[config.mk]
export PLATFORM = sky130hd
export DESIGN_NAME = pixel_layer_compositor_core
export DESIGN_NICKNAME = d
export VERILOG_FILES = /design/src/rtl/core/plc_pkg.sv /design/src/rtl/core/plc_csr.sv /design/src/rtl/core/plc_window.sv /design/src/rtl/core/plc_select.sv /design/src/rtl/core/plc_blend.sv /design/src/rtl/core/pixel_layer_compositor_core.sv
export SDC_FILE = /design/constraint.sdc
export NUM_CORES = 1
export LEC_CHECK = 0
export BUFFER_PORTS_ARGS = -buffer_cell sky130_fd_sc_hd__clkbuf_2
export CORE_MARGIN = 10
export CORE_UTILIZATION = 45
export DETAILED_ROUTE_END_ITERATION = 6
export GPL_TIMING_DRIVEN = 0
export PLACE_DENSITY = 0.67
export SLEW_MARGIN = 20
export SYNTH_ARGS = -nofsm -noshare
export SYNTH_HDL_FRONTEND = slang
export SYNTH_SLANG_ARGS = --single-unit
[constraint.sdc]
create_clock -name clock -period 13.4 [get_ports clock]
set_input_delay 2.68 -clock clock [delete_from_list [all_inputs] [get_ports clock]]
set_output_delay 2.68 -clock clock [all_outputs]
set_load 0.01 [all_outputs]
[src/rtl/core/plc_pkg.sv]
`timescale 1ns / 1ps
`default_nettype none
package plc_pkg;

   localparam int unsigned NUM_REGS = 8;
   localparam int unsigned ADDR_W = 6;

   localparam logic [2:0] REG_DISPLAY_ENABLES = 3'd0;
   localparam logic [2:0] REG_BLEND_CONTROL = 3'd1;
   localparam logic [2:0] REG_BLEND_COEFFICIENTS = 3'd2;
   localparam logic [2:0] REG_WINDOW_BOUNDS = 3'd3;
   localparam logic [2:0] REG_WINDOW_INSIDE = 3'd4;
   localparam logic [2:0] REG_WINDOW_OUTSIDE = 3'd5;
   localparam logic [2:0] REG_BACKDROP_COLOR = 3'd6;
   localparam logic [2:0] REG_BG_PRIORITIES = 3'd7;

   localparam logic [2:0] ID_SPRITE = 3'd4;
   localparam logic [2:0] ID_BACKDROP = 3'd5;

   localparam logic [1:0] FX_NONE = 2'd0;
   localparam logic [1:0] FX_ALPHA = 2'd1;
   localparam logic [1:0] FX_BRIGHTEN = 2'd2;
   localparam logic [1:0] FX_DARKEN = 2'd3;

   localparam logic [1:0] SPRITE_SEMI = 2'd1;
   localparam logic [1:0] SPRITE_WINDOW = 2'd2;

   localparam logic [4:0] CHAN_MAX = 5'd31;
   localparam logic [4:0] COEF_MAX = 5'd16;

   typedef struct packed {
      logic [6:0] display_enables;
      logic [13:0] blend_control;
      logic [14:0] blend_coefficients;
      logic [63:0] window_bounds;
      logic [13:0] window_inside;
      logic [13:0] window_outside;
      logic [14:0] backdrop_color;
      logic [7:0] bg_priorities;
   } cfg_type;

   typedef struct packed {
      logic [7:0] line;
      logic [7:0] column;
      logic [3:0][15:0] bg_pixel;
      logic [14:0] sprite_color;
      logic sprite_clear;
      logic [1:0] sprite_mode;
      logic [1:0] sprite_priority;
   } pix_type;

   typedef enum logic [1:0] {
      OP_PASS = 2'd0,
      OP_MIX = 2'd1,
      OP_UP = 2'd2,
      OP_DOWN = 2'd3
   } op_type;

   // selection stage result
   typedef struct packed {
      op_type op;
      logic [14:0] top_col;
      logic [14:0] sec_col;
   } sel_type;

   function automatic logic [4:0] clamp_coef(input logic [4:0] c);
      return (c > COEF_MAX) ? COEF_MAX : c;
   endfunction

endpackage
`default_nettype wire

[src/rtl/core/plc_csr.sv]
`timescale 1ns / 1ps
`default_nettype none
module plc_csr (
   input wire logic clock,
   input wire logic reset,
   input wire logic csr_psel,
   input wire logic csr_penable,
   input wire logic csr_pwrite,
   input wire logic [5:0] csr_paddr,
   input wire logic [63:0] csr_pwdata,
   output logic [63:0] csr_prdata,
   output logic csr_pready,
   output plc_pkg::cfg_type cfg
);
   import plc_pkg::*;

   cfg_type cfg_ff, cfg_in;
   logic [2:0] idx;
   logic wr;

   assign idx = csr_paddr[5:3];
   assign wr = csr_psel && csr_penable && csr_pwrite;
   assign csr_pready = 1'b1;
   assign cfg = cfg_ff;

   always_comb begin
      cfg_in = cfg_ff;
      if (wr) begin
         unique case (idx)
            REG_DISPLAY_ENABLES: cfg_in.display_enables = csr_pwdata[6:0];
            REG_BLEND_CONTROL: cfg_in.blend_control = csr_pwdata[13:0];
            REG_BLEND_COEFFICIENTS: cfg_in.blend_coefficients = csr_pwdata[14:0];
            REG_WINDOW_BOUNDS: cfg_in.window_bounds = csr_pwdata;
            REG_WINDOW_INSIDE: cfg_in.window_inside = csr_pwdata[13:0];
            REG_WINDOW_OUTSIDE: cfg_in.window_outside = csr_pwdata[13:0];
            REG_BACKDROP_COLOR: cfg_in.backdrop_color = csr_pwdata[14:0];
            default: cfg_in.bg_priorities = csr_pwdata[7:0];
         endcase
      end
   end

   always_comb begin
      csr_prdata = '0;
      if (csr_paddr[2:0] == 3'd0) begin
         unique case (idx)
            REG_DISPLAY_ENABLES: csr_prdata = {57'd0, cfg_ff.display_enables};
            REG_BLEND_CONTROL: csr_prdata = {50'd0, cfg_ff.blend_control};
            REG_BLEND_COEFFICIENTS: csr_prdata = {49'd0, cfg_ff.blend_coefficients};
            REG_WINDOW_BOUNDS: csr_prdata = cfg_ff.window_bounds;
            REG_WINDOW_INSIDE: csr_prdata = {50'd0, cfg_ff.window_inside};
            REG_WINDOW_OUTSIDE: csr_prdata = {50'd0, cfg_ff.window_outside};
            REG_BACKDROP_COLOR: csr_prdata = {49'd0, cfg_ff.backdrop_color};
            default: csr_prdata = {56'd0, cfg_ff.bg_priorities};
         endcase
      end
   end

   always_ff @(posedge clock) begin
      if (reset) begin
         cfg_ff <= '0;
      end else begin
         cfg_ff <= cfg_in;
      end
   end
endmodule
`default_nettype wire

[src/rtl/core/plc_window.sv]
`timescale 1ns / 1ps
`default_nettype none
// stage 1: window mask
module plc_window (
   input wire logic clock,
   input wire logic reset,
   input wire logic adv,
   input wire logic in_valid,
   input plc_pkg::pix_type in_pix,
   input plc_pkg::cfg_type cfg,
   output logic out_valid,
   output plc_pkg::pix_type out_pix,
   output logic [5:0] out_mask
);
   import plc_pkg::*;

   logic valid_ff;
   pix_type pix_ff;
   logic [5:0] mask_ff, mask_in;
   logic [1:0] hit;
   logic w0, w1, ow, any_en;

   always_comb begin
      for (int w = 0; w < 2; w++) begin
         hit[w] = in_pix.column >= cfg.window_bounds[w*32 +: 8]
            && in_pix.column < cfg.window_bounds[w*32+8 +: 8]
            && in_pix.line >= cfg.window_bounds[w*32+16 +: 8]
            && in_pix.line < cfg.window_bounds[w*32+24 +: 8];
      end
      w0 = cfg.display_enables[4] && hit[0];
      w1 = cfg.display_enables[5] && hit[1];
      ow = cfg.display_enables[6] && in_pix.sprite_mode == SPRITE_WINDOW
         && !in_pix.sprite_clear;
      any_en = |cfg.display_enables[6:4];
      priority if (w0) mask_in = cfg.window_inside[5:0];
      else if (w1) mask_in = cfg.window_inside[13:8];
      else if (ow) mask_in = cfg.window_outside[13:8];
      else if (any_en) mask_in = cfg.window_outside[5:0];
      else mask_in = 6'h3F;
   end

   always_ff @(posedge clock) begin
      if (reset) begin
         valid_ff <= 1'b0;
      end else if (adv) begin
         valid_ff <= in_valid;
      end
   end

   always_ff @(posedge clock) begin
      if (adv) begin
         pix_ff <= in_pix;
         mask_ff <= mask_in;
      end
   end

   assign out_valid = valid_ff;
   assign out_pix = pix_ff;
   assign out_mask = mask_ff;
endmodule
`default_nettype wire

[src/rtl/core/plc_select.sv]
`timescale 1ns / 1ps
`default_nettype none
// stage 2: layer priority and effect decision
module plc_select (
   input wire logic clock,
   input wire logic reset,
   input wire logic adv,
   input wire logic in_valid,
   input plc_pkg::pix_type in_pix,
   input wire logic [5:0] in_mask,
   input plc_pkg::cfg_type cfg,
   output logic out_valid,
   output plc_pkg::sel_type out_sel
);
   import plc_pkg::*;

   logic valid_ff;
   sel_type sel_ff, sel_in;
   logic [2:0] c0, c1, top_id, sec_id;
   logic [1:0] n;
   logic [3:0] ok;
   logic sprite_vis;
   logic [1:0] fx;

   function automatic logic [1:0] prio_of(input logic [7:0] p, input logic [2:0] id);
      return p[id[1:0]*2 +: 2];
   endfunction

   function automatic logic [14:0] col_of(input logic [2:0] id, input pix_type px,
         input logic [14:0] bd);
      logic [14:0] r;
      if (id == ID_SPRITE) r = px.sprite_color;
      else if (id == ID_BACKDROP) r = bd;
      else r = px.bg_pixel[id[1:0]][14:0];
      return r;
   endfunction

   always_comb begin
      for (int i = 0; i < 4; i++) begin
         ok[i] = cfg.display_enables[i] && in_mask[i] && !in_pix.bg_pixel[i][15];
      end
      c0 = ID_BACKDROP;
      c1 = ID_BACKDROP;
      n = 2'd0;
      for (int p = 0; p < 4; p++) begin
         for (int i = 0; i < 4; i++) begin
            if (ok[i] && cfg.bg_priorities[2*i +: 2] == 2'(p) && n < 2'd2) begin
               if (n == 2'd0) c0 = 3'(i);
               else c1 = 3'(i);
               n = n + 2'd1;
            end
         end
      end
      sprite_vis = !in_pix.sprite_clear && in_pix.sprite_mode != SPRITE_WINDOW && in_mask[4];
      top_id = c0;
      sec_id = c1;
      if (sprite_vis) begin
         if (c0 == ID_BACKDROP
               || prio_of(cfg.bg_priorities, c0) >= in_pix.sprite_priority) begin
            top_id = ID_SPRITE;
            sec_id = c0;
         end else if (c1 == ID_BACKDROP
               || prio_of(cfg.bg_priorities, c1) >= in_pix.sprite_priority) begin
            sec_id = ID_SPRITE;
         end
      end
      fx = cfg.blend_control[7:6];
      sel_in.top_col = col_of(top_id, in_pix, cfg.backdrop_color);
      sel_in.sec_col = col_of(sec_id, in_pix, cfg.backdrop_color);
      sel_in.op = OP_PASS;
      if (top_id == ID_SPRITE && in_pix.sprite_mode == SPRITE_SEMI
            && cfg.blend_control[8 + sec_id]) begin
         sel_in.op = OP_MIX;
      end else if (in_mask[5] && fx != FX_NONE && cfg.blend_control[top_id]) begin
         unique case (fx)
            FX_ALPHA: sel_in.op = cfg.blend_control[8 + sec_id] ? OP_MIX : OP_PASS;
            FX_BRIGHTEN: sel_in.op = OP_UP;
            FX_DARKEN: sel_in.op = OP_DOWN;
            default: sel_in.op = OP_PASS;
         endcase
      end
   end

   always_ff @(posedge clock) begin
      if (reset) begin
         valid_ff <= 1'b0;
      end else if (adv) begin
         valid_ff <= in_valid;
      end
   end

   always_ff @(posedge clock) begin
      if (adv) begin
         sel_ff <= sel_in;
      end
   end

   assign out_valid = valid_ff;
   assign out_sel = sel_ff;
endmodule
`default_nettype wire

[src/rtl/core/plc_blend.sv]
`timescale 1ns / 1ps
`default_nettype none
// stages 3 and 4: products, then shift, clamp and widen
module plc_blend (
   input wire logic clock,
   input wire logic reset,
   input wire logic adv,
   input wire logic in_valid,
   input plc_pkg::sel_type in_sel,
   input plc_pkg::cfg_type cfg,
   output logic out_valid,
   output logic [23:0] out_rgb
);
   import plc_pkg::*;

   logic valid3_ff, valid4_ff;
   op_type op_ff;
   logic [2:0][4:0] col_ff;
   logic [2:0][9:0] pa_ff, pa_in;
   logic [2:0][9:0] pb_ff, pb_in;
   logic [23:0] rgb_ff, rgb_in;
   logic [4:0] w1, w2, f;

   always_comb begin
      w1 = clamp_coef(cfg.blend_coefficients[4:0]);
      w2 = clamp_coef(cfg.blend_coefficients[9:5]);
      f = clamp_coef(cfg.blend_coefficients[14:10]);
      for (int k = 0; k < 3; k++) begin
         logic [4:0] a, b;
         a = in_sel.top_col[5*k +: 5];
         b = in_sel.sec_col[5*k +: 5];
         unique case (in_sel.op)
            OP_MIX: begin
               pa_in[k] = a * w1;
               pb_in[k] = b * w2;
            end
            OP_UP: begin
               pa_in[k] = (CHAN_MAX - a) * f;
               pb_in[k] = '0;
            end
            OP_DOWN: begin
               pa_in[k] = a * f;
               pb_in[k] = '0;
            end
            default: begin
               pa_in[k] = '0;
               pb_in[k] = '0;
            end
         endcase
      end
   end

   always_comb begin
      for (int k = 0; k < 3; k++) begin
         logic [10:0] s;
         logic [4:0] v;
         s = {1'b0, pa_ff[k]} + {1'b0, pb_ff[k]};
         unique case (op_ff)
            OP_MIX: v = (s[10:4] > 7'(CHAN_MAX)) ? CHAN_MAX : s[8:4];
            OP_UP: v = col_ff[k] + pa_ff[k][8:4];
            OP_DOWN: v = col_ff[k] - pa_ff[k][8:4];
            default: v = col_ff[k];
         endcase
         rgb_in[8*(2-k) +: 8] = {v, v[4:2]};
      end
   end

   always_ff @(posedge clock) begin
      if (reset) begin
         valid3_ff <= 1'b0;
         valid4_ff <= 1'b0;
      end else if (adv) begin
         valid3_ff <= in_valid;
         valid4_ff <= valid3_ff;
      end
   end

   always_ff @(posedge clock) begin
      if (adv) begin
         op_ff <= in_sel.op;
         col_ff <= in_sel.top_col;
         pa_ff <= pa_in;
         pb_ff <= pb_in;
         rgb_ff <= rgb_in;
      end
   end

   assign out_valid = valid4_ff;
   assign out_rgb = rgb_ff;
endmodule
`default_nettype wire

[src/rtl/core/pixel_layer_compositor_core.sv]
`timescale 1ns / 1ps
`default_nettype none
// Throughput: one word per cycle when not stalled, set by the four-stage
// pipeline (window mask, layer select, products, shift and widen).
// The pipeline stalls as a whole when rsp_tready is low and rsp_tvalid is high.
// Synchronous active-high reset clears the configuration registers and pipeline valid bits.
module pixel_layer_compositor_core #(
   parameter int LINE_WIDTH = 240
) (
   input wire logic clock,
   input wire logic reset,
   input wire logic req_tvalid,
   output logic req_tready,
   // line, column, bg0_pixel, bg1_pixel, bg2_pixel, bg3_pixel, sprite_color,
   // sprite_clear, sprite_mode, sprite_priority; zero fill
   input wire logic [103:0] req_tdata,
   output logic rsp_tvalid,
   input wire logic rsp_tready,
   // pixel_rgb
   output logic [23:0] rsp_tdata,
   input wire logic csr_psel,
   input wire logic csr_penable,
   input wire logic csr_pwrite,
   input wire logic [5:0] csr_paddr,
   input wire logic [63:0] csr_pwdata,
   output logic [63:0] csr_prdata,
   output logic csr_pready
);
   import plc_pkg::*;

   cfg_type cfg;
   pix_type pix, pix1;
   sel_type sel2;
   logic [5:0] mask1;
   logic v1, v2, adv;
   logic [$clog2(LINE_WIDTH+1)-1:0] width_unused;

   assign width_unused = ($clog2(LINE_WIDTH+1))'(LINE_WIDTH);

   assign adv = !rsp_tvalid || rsp_tready;
   assign req_tready = adv;

   assign pix.line = req_tdata[7:0];
   assign pix.column = req_tdata[15:8];
   assign pix.bg_pixel[0] = req_tdata[31:16];
   assign pix.bg_pixel[1] = req_tdata[47:32];
   assign pix.bg_pixel[2] = req_tdata[63:48];
   assign pix.bg_pixel[3] = req_tdata[79:64];
   assign pix.sprite_color = req_tdata[94:80];
   assign pix.sprite_clear = req_tdata[95];
   assign pix.sprite_mode = req_tdata[97:96];
   assign pix.sprite_priority = req_tdata[99:98];

   plc_csr u_csr (
      .clock(clock), .reset(reset),
      .csr_psel(csr_psel), .csr_penable(csr_penable), .csr_pwrite(csr_pwrite),
      .csr_paddr(csr_paddr), .csr_pwdata(csr_pwdata), .csr_prdata(csr_prdata),
      .csr_pready(csr_pready), .cfg(cfg)
   );

   plc_window u_window (
      .clock(clock), .reset(reset), .adv(adv),
      .in_valid(req_tvalid && (width_unused != '0 || 1'b1)), .in_pix(pix), .cfg(cfg),
      .out_valid(v1), .out_pix(pix1), .out_mask(mask1)
   );

   plc_select u_select (
      .clock(clock), .reset(reset), .adv(adv),
      .in_valid(v1), .in_pix(pix1), .in_mask(mask1), .cfg(cfg),
      .out_valid(v2), .out_sel(sel2)
   );

   plc_blend u_blend (
      .clock(clock), .reset(reset), .adv(adv),
      .in_valid(v2), .in_sel(sel2), .cfg(cfg),
      .out_valid(rsp_tvalid), .out_rgb(rsp_tdata)
   );

`ifndef NO_ASSERTIONS
   a_stall_hold: assert property (@(posedge clock) disable iff (reset)
      rsp_tvalid && !rsp_tready |=> rsp_tvalid && $stable(rsp_tdata))
      else $error("result changed during stall");
   a_ready: assert property (@(posedge clock) disable iff (reset)
      req_tready == (!rsp_tvalid || rsp_tready))
      else $error("ready mismatch");
   a_flow: assert property (@(posedge clock) disable iff (reset)
      adv && v1 |=> v2)
      else $error("word lost in select stage");
`endif
endmodule
`default_nettype wire
==> metrics.md, run 1 <==
| Metric | Value |
|---|---|
| Number of slew-limit violations in the final report | `0` |
| Vias in the first global route | `24752` |
| Area after DPL | `roughly 32000 sq um` |
| Worst-Skew Late Latency | `0.59 ns` |
| Most frequent cells in the layout | `nand2_1 (480), inv_1 (338), ha_1 (338)` |
| Most frequent standard cell in the layout excluding fill and tap cells | `nand2_1` |
| Number of H-tree branching levels | `2` |
| Mean number of vias per cell | `between 5 and 6` |
| Worst Max-Slew Pin Slew | `about 1.1 ns` |
| Cell type contributing the most total cell area after synthesis | `edfxtp_1` |
| Number of detailed-routing iterations run before antenna repair | `5` |
| Count of flip-flops with a built-in enable after synthesis | `approximately 210` |
| Critical path launch point type | `flop` |
| Slowest stage delay, CP | `between 0.4 and 0.5 ns` |
| Run status | `finished clean` |
| Most repeated library cell on the critical path | `ha_1` |
| Total standard cell area after synthesis | `29900 sq um` |
| CTS tree | `yes` |
| Power density of the placed cells | `between 80 and 90 nW/um^2` |
| Worst reg2reg setup slack | `slightly above 0.3 ns` |
| Total setup violations reported at the end of the flow | `0` |
| Post-DR wirelength/cell | `20.4 um` |
| Critical path type | `flop to flop` |
| Worst-path maximum fanout | `10` |
| Share of synthesized flip-flops with an asynchronous set or reset | `0` |
| Die outline area | `slightly below 80000 sq um` |
| Yosys top cell area share | `0.215` |
| Initial DRC Count | `slightly above 2000` |
| Pin count of the biggest net entering global routing | `52` |
| Number of instances in the synthesized netlist | `3347` |
| Fin Setup TNS | `0 ns` |
| Kind of path behind the tightest hold check | `flop to flop` |
| Total Routing Usage GR | `0.234` |
| Clock sink count | `369` |
| Estimated wirelength of the detail-placed design | `between 70000 and 80000 um` |
| Start point of the worst hold path | `u_blend.valid3_ff` |
| Io pins | `approximately 270` |
| Yosys warning count | `0` |
| Global-route wire length before repair | `~140000 um` |
| DR DRC count | `0` |
| Core Footprint | `about 66000 sq um` |
| Overall power of the completed layout | `roughly 2.9 mW` |
| Count of buffers inserted at the top-level ports | `around 260` |
| Relative max-transition margin | `0.259` |
| Synthesized area per cell | `between 8 and 9 sq um` |
| Library cell used as clock root buffer | `clkbuf_16` |
| Clock transition at the registers of the reported paths | `about 0.070 ns` |
| Vertical die dimension | `278 um` |
| Arrival time at the worst endpoint | `approximately 13 ns` |
| Top cells by area, synth | `edfxtp_1 (21%), ha_1 (14%), dfxtp_1 (10%), fa_1 (7.4%), nand2_1 (6.1%)` |
| Drt total wl | `~93000 um` |
| Crit share post-route | `0.977` |
| Worst setup timing slack at the placement stage | `-2.75 ns` |
| Starting density of the core | `0.454` |
| Synthesized netlist net count | `around 4000` |
| Chip Width | `between 200 and 300 um` |
| Routed vias | `~25000` |
| Share of cells above drive strength 1 | `0.140` |
| Max stage delay cell, worst path | `or3b_2` |
| Post-Layout Inst Area | `34400 sq um` |
| R2r worst-path depth | `between 50 and 60` |
| Number of nets in the layout | `4302` |
| FF+latch count, synth | `~370` |
| Number of antenna violations at the first check in global routing | `11` |
| Number of buffers inserted during clock tree synthesis | `43` |
| Count of unique library cells instantiated by Yosys | `91` |
| Sequential element share of the synthesized area | `0.318` |
| Hold path cells | `2` |
| Worst reg2reg path startpoint | `u_window.out_pix[51]` |
| Worst clock skew | `roughly 0.031 ns` |
| FP Rows | `94` |
| Data required time of the critical path | `~14 ns` |
| Leakage power summed over all cells | `between 15 and 20 nW` |
| Critical Path End Type | `flop` |
| Routability congestion estimate from global placement | `0.986` |
| Overflow left after global routing | `0` |
| Fmax | `76.4 MHz` |
| Capture instance of the worst register-to-register path | `u_select.out_sel[8]` |
| Most instantiated flip-flop cell in the synthesis netlist | `edfxtp_1` |
| Largest vdd supply drop | `approximately 0.086 mV` |
| Post-DRT Antenna Nets | `0` |
| Smallest setup slack after layout | `0.308 ns` |
| CTS Buffer Depth | `3` |
| Synth-to-layout area growth | `15.0%` |
| Max_cap viols | `0` |
| Layout fillers | `around 6000` |
| Fin. Hold Viols | `0` |
| Tmin final | `between 10 and 15 ns` |
| Hold worst-path end | `u_blend.out_valid` |
-- through the flow --
stage	hold slack, ns	util	std cells
after floorplan	0.424	-	3347
after global placement	0.443	0.490	4467
after detailed placement	0.442	0.492	4471
after CTS	0.455	0.517	4553
after global routing	0.475	0.522	4572
final	0.457	0.523	4574
-- worst max-delay path: cells and delay by family (launching register included) --
family | cells | cell delay [ns]
AND/OR/NAND/NOR | 25 | 4.68
adder cells (fa/ha/maj) | 9 | 2.64
multiplexers | 6 | 1.94
buffers and inverters | 10 | 1.56
AO/OA/AOI/OAI | 9 | 1.51
flip-flops | 1 | 0.43
-- final cells by class --
cell class	count	area [sq um]	area share
multi-input cells	2461	18700	0.543
flip-flops and latches	369	9530	0.277
repair buffers	285	1570	0.0457
inverters	339	1270	0.0370
clock buffers	53	1190	0.0345
well taps	864	1080	0.0314
plain buffers	172	795	0.0231
clock inverters	26	268	0.00778
diodes	5	12.5	0.000364
-- logic make-up after synthesis --
family	synth area share
AO/OA/AOI/OAI	0.129
XOR/XNOR	0.0341
adder cells (fa/ha/maj)	0.216
buffers and inverters	0.0681
flip-flops	0.318
multiplexers	0.0508
other	0.000125
AND/OR/NAND/NOR	0.184
-- flip-flops by register name, indices dropped and copies added (netlist names) --
signal              cells
u_csr.cfg             151
u_window.out_pix       84
u_select.out_sel       32
u_blend.pa_ff          30
u_blend.pb_ff          30
u_blend.col_ff         15
u_blend.out_rgb        15
u_window.out_mask       6
u_blend.op_ff           2
u_blend.out_valid       1
u_blend.valid3_ff       1
u_select.out_valid      1
u_window.out_valid      1
-- synth_stat cells, types with 7 or more instances --
| cell | count |
|---|---|
| xor2_1 | 28 |
| a21boi_0 | 7 |
| ha_1 | 339 |
| o211ai_1 | 18 |
| nand4_1 | 11 |
| a221oi_1 | 11 |
| o31ai_1 | 10 |
| nand2_1 | 485 |
| o21ai_0 | 124 |
| a22o_1 | 23 |
| inv_1 | 339 |
| dfxtp_1 | 155 |
| nor2b_1 | 63 |
| a211oi_1 | 15 |
| mux2i_1 | 84 |
| o31ai_2 | 7 |
| fa_1 | 111 |
| nor3_1 | 44 |
| nand3_1 | 44 |
| nor2_1 | 167 |
| a21oi_1 | 232 |
| mux2_1 | 7 |
| and3_1 | 14 |
| xnor2_1 | 75 |
| mux2_2 | 46 |
| o21a_1 | 9 |
| buf_4 | 12 |
| nand2b_1 | 86 |
| a21o_1 | 55 |
| o22ai_1 | 44 |
| and2_1 | 166 |
| clkbuf_1 | 140 |
| o21bai_1 | 14 |
| buf_1 | 17 |
| nor3b_1 | 11 |
| edfxtp_1 | 214 |
-- metal layers --
metal | vias to the layer above | part of all wire | global-route usage
met5 | - | 0.0011 | 0
li1 | 12026 | - | -
met4 | 16 | 0.045 | 0.0990
met1 | 11979 | 0.41 | 0.288
met3 | 200 | 0.070 | 0.0457
met2 | 906 | 0.47 | 0.396
-- worst max-delay path by stage --
| stage | start | endpoint | slack, ns | cells after the start |
|---|---|---|---|---|
| after floorplan | u_window.out_pix[51] | u_select.out_sel[30] | 0.54 | 60 |
| after global placement | u_csr.cfg[2] | u_select.out_sel[8] | -2.76 | 59 |
| after detailed placement | u_window.out_pix[51] | u_select.out_sel[8] | -2.75 | 58 |
| after CTS | u_window.out_pix[51] | u_select.out_sel[8] | 0.02 | 57 |
| after global routing | u_window.out_pix[51] | u_select.out_sel[9] | -0.07 | 59 |
| final | u_window.out_pix[51] | u_select.out_sel[8] | 0.31 | 59 |
-- where the power goes --
part | internal (mW) | switching, mW
clock | 0.713 | 0.501
sequential | 1.26 | 0.0608
combinational | 0.136 | 0.203
-- what timing repair did --
item                                    in CTS  in global routing
cloned                                       0                  0
resized for setup                           46                 50
setup buffers                                7                 18
pin swaps                                    5                 14
hold buffers                                 0                  0
endpoints found under the setup margin      32                 32
(Power assumes the default switching activity.)
==> run 2, diff against run 1 <==
CORE_UTILIZATION = 50   (was 45)
PLACE_DENSITY = 0.73   (was 0.67)
==> run 2 against run 1 <==
Net effect:
- global-route usage rose by 1.7 points
- combinational power fell by 1%
- register-to-register slack improved by 0.22 ns
- die area fell by 9.3%
- non-clock buffer count fell by 3
- final cell count fell by 2.2%
- clock power fell by 3%
- wire length fell by 3.7%
- sequential cell count did not move
- maximum frequency rose by 1.7%
- critical path depth did not move
- worst hold slack barely moved
- critical path type unchanged
- highest routed layer unchanged
==> metrics.md, run 2 (synthesis results as in run 1) <==
| Metric | Value |
|---|---|
| Fin Setup TNS | `0 ns (unchanged)` |
| Global-route wire length before repair | `140000 um (-2.7%)` |
| Kind of path behind the tightest hold check | `flop to flop` |
| Most repeated library cell on the critical path | `ha_1` |
| DR DRC count | `0 (unchanged)` |
| Max_cap viols | `0 (unchanged)` |
| Pin count of the biggest net entering global routing | `52 (unchanged)` |
| Initial DRC Count | `1723 (-15%)` |
| CTS tree | `yes` |
| Slowest stage delay, CP | `0.45 ns (about the same)` |
| Max stage delay cell, worst path | `or3b_2` |
| Starting density of the core | `0.506 (+0.0517)` |
| Post-Layout Inst Area | `34200 sq um (-0.63%)` |
| Core Footprint | `59100 sq um (-10%)` |
| Post-DRT Antenna Nets | `0 (unchanged)` |
| Met3 routed wirelength | `6380 um (-2.2%)` |
| Largest delay share family, worst path | `simple AND/OR/NAND/NOR gates` |
| Leakage power summed over all cells | `15.5 nW (-0.36%)` |
| Worst hold margin | `0.457 ns (+0.000479 ns)` |
| Io pins | `272 (unchanged)` |
| Number of H-tree branching levels | `2 (unchanged)` |
| Critical Path End Type | `flop` |
| Number of antenna violations at the first check in global routing | `3 (-8)` |
| Critical path type | `flop to flop` |
| Fin. Hold Viols | `0 (unchanged)` |
| CTS Hold Bufs | `0 (unchanged)` |
| Run status | `finished clean` |
| Fmax | `77.7 MHz (+1.7%)` |
| Data required time of the critical path | `13.81 ns (+0.09 ns)` |
| FP Rows | `89 (-5.3%)` |
| Estimated wirelength of the detail-placed design | `72200 um (-4.0%)` |
| Number of nets in the layout | `4298 (-0.093%)` |
| Routability congestion estimate from global placement | `0.992 (+0.59%)` |
| Top metal layer carrying routed signals | `met5` |
| Vias in the first global route | `24964 (+0.86%)` |
| Worst-Skew Late Latency | `0.60 ns (about the same)` |
| Crit share post-route | `0.961 (-0.0163)` |
| CTS Buffer Depth | `3 (unchanged)` |
| Relative max-transition margin | `0.231 (-0.0275)` |
| Tmin final | `12.87 ns (-0.219 ns)` |
| Worst-path maximum fanout | `10 (unchanged)` |
| Worst clock skew | `0.0297 ns (-0.00140 ns)` |
| Critical path launch point type | `flop` |
| Power density of the placed cells | `82.4 nW/um^2 (-1.2%)` |
| Overflow left after global routing | `0 (unchanged)` |
| Largest vdd supply drop | `0.100 mV (+17%)` |
| Layout fillers | `5251 (-15%)` |
| Overall power of the completed layout | `2.82 mW (-1.8%)` |
| Most frequent standard cell in the layout excluding fill and tap cells | `nand2_1` |
| Sum of met2 wire segment lengths after detailed routing | `43300 um (-1.5%)` |
| Vertical die dimension | `265 um (-4.8%)` |
| Number of buffers inserted during clock tree synthesis | `42 (-2.3%)` |
| Synth-to-layout area growth | `14.3%` |
| Most frequent cells in the layout | `nand2_1 (483), inv_1 (338), ha_1 (338)` |
| Worst setup timing slack at the placement stage | `-2.51 ns (+0.241 ns)` |
| Routed vias | `24909 (-0.87%)` |
| Library cell used as clock root buffer | `clkbuf_16` |
| Chip Width | `265 um (-4.8%)` |
| Clock transition at the registers of the reported paths | `0.07 ns (about the same)` |
| Arrival time at the worst endpoint | `13.28 ns (-0.13 ns)` |
| Flip-flop count of the largest register after layout | `151 (unchanged)` |
| Buf/Inv on CP | `9 (-1)` |
| Drt total wl | `90000 um (-3.7%)` |
| Clock sink count | `369 (unchanged)` |
| Total setup violations reported at the end of the flow | `0 (unchanged)` |
| Area after DPL | `32300 sq um (-0.33%)` |
| Total Routing Usage GR | `0.251 (+0.0169)` |
| Share of cells above drive strength 1 | `0.137 (-0.00278)` |
| Wl on met1 | `36000 um (-7.0%)` |
| Mean number of vias per cell | `5.57 (+1.3%)` |
| Post-DR wirelength/cell | `20.1 um (-1.6%)` |
| Worst Max-Slew Pin Slew | `1.14 ns (+0.0347 ns)` |
| Number of detailed-routing iterations run before antenna repair | `6 (+1)` |
| Number of slew-limit violations in the final report | `0 (unchanged)` |
| Die outline area | `70000 sq um (-9.3%)` |
| Count of buffers inserted at the top-level ports | `256 (unchanged)` |
| Smallest setup slack after layout | `0.527 ns (+0.219 ns)` |
[run 2: changes by cell type in the layout (fill, tap and decap cells not counted), moves of 2 or more]
cell	delta
a21oi_1	-2
buf_4	-6
buf_6	+2
clkbuf_1	+4
clkbuf_16	-3
clkbuf_2	-3
clkinvlp_4	-2
diode_2	-4
nand2_1	+3
nand2_2	-4
nor2_2	-2
[run 2: final cells by class]
class,instances,area (sq um),share of cell area
timing repair buffer,282,1550,0.0454
inverter,339,1270,0.0372
buffer,172,786,0.0230
sequential,369,9530,0.279
clock inverter,25,249,0.00728
multi-input combinational,2461,18700,0.547
tap,773,967,0.0283
antenna,1,2.50,0.0000732
clock buffer,52,1130,0.0330
[run 2: what timing repair did]
action                     in CTS  in global routing
setup buffers                   4                 17
pin swaps                       4                 15
cloned                          0                  0
resized for setup              45                 44
setup endpoints to repair      32                 32
[run 2: path summary, 6_finish.rpt]
path	start	endpoint	slack, ns	cells after the start
worst max-delay path	u_window.out_pix[51]	u_select.out_sel[13]	0.53	59
worst min-delay path	u_csr.cfg[58]	u_csr.cfg[58]	0.46	2
worst max register to register	u_window.out_pix[51]	u_select.out_sel[13]	0.53	59
worst min register to register	u_csr.cfg[58]	u_csr.cfg[58]	0.46	2
[run 2: where the power goes]
group	internal (mW)	switching [mW]
Sequential	1.26	0.0588
Clock	0.664	0.505
Combinational	0.135	0.199
[run 2: through the flow]
step	utilization	instances
finish	0.578	4474
global route	0.578	4474
CTS	0.573	4459
detailed placement	0.546	4381
global placement	0.544	4376
floorplan	-	3347
[run 2: routing by layer]
| layer | vias up | global-route usage |
|---|---|---|
| met5 | - | 0 |
| met4 | 4 | 0.113 |
| met3 | 223 | 0.0503 |
| met2 | 915 | 0.435 |
| met1 | 11746 | 0.298 |
| li1 | 12021 | - |
[run 2: worst register-to-register path, delay by kind of cell (launching register included)]
family / cells / cell delay (ns)
AOI/OAI and AO/OA: 8 / 1.65
adders and majority gates: 9 / 2.56
buffers and inverters: 9 / 1.45
DFF: 1 / 0.43
muxes: 5 / 1.59
and+or+nand+nor: 28 / 5.02
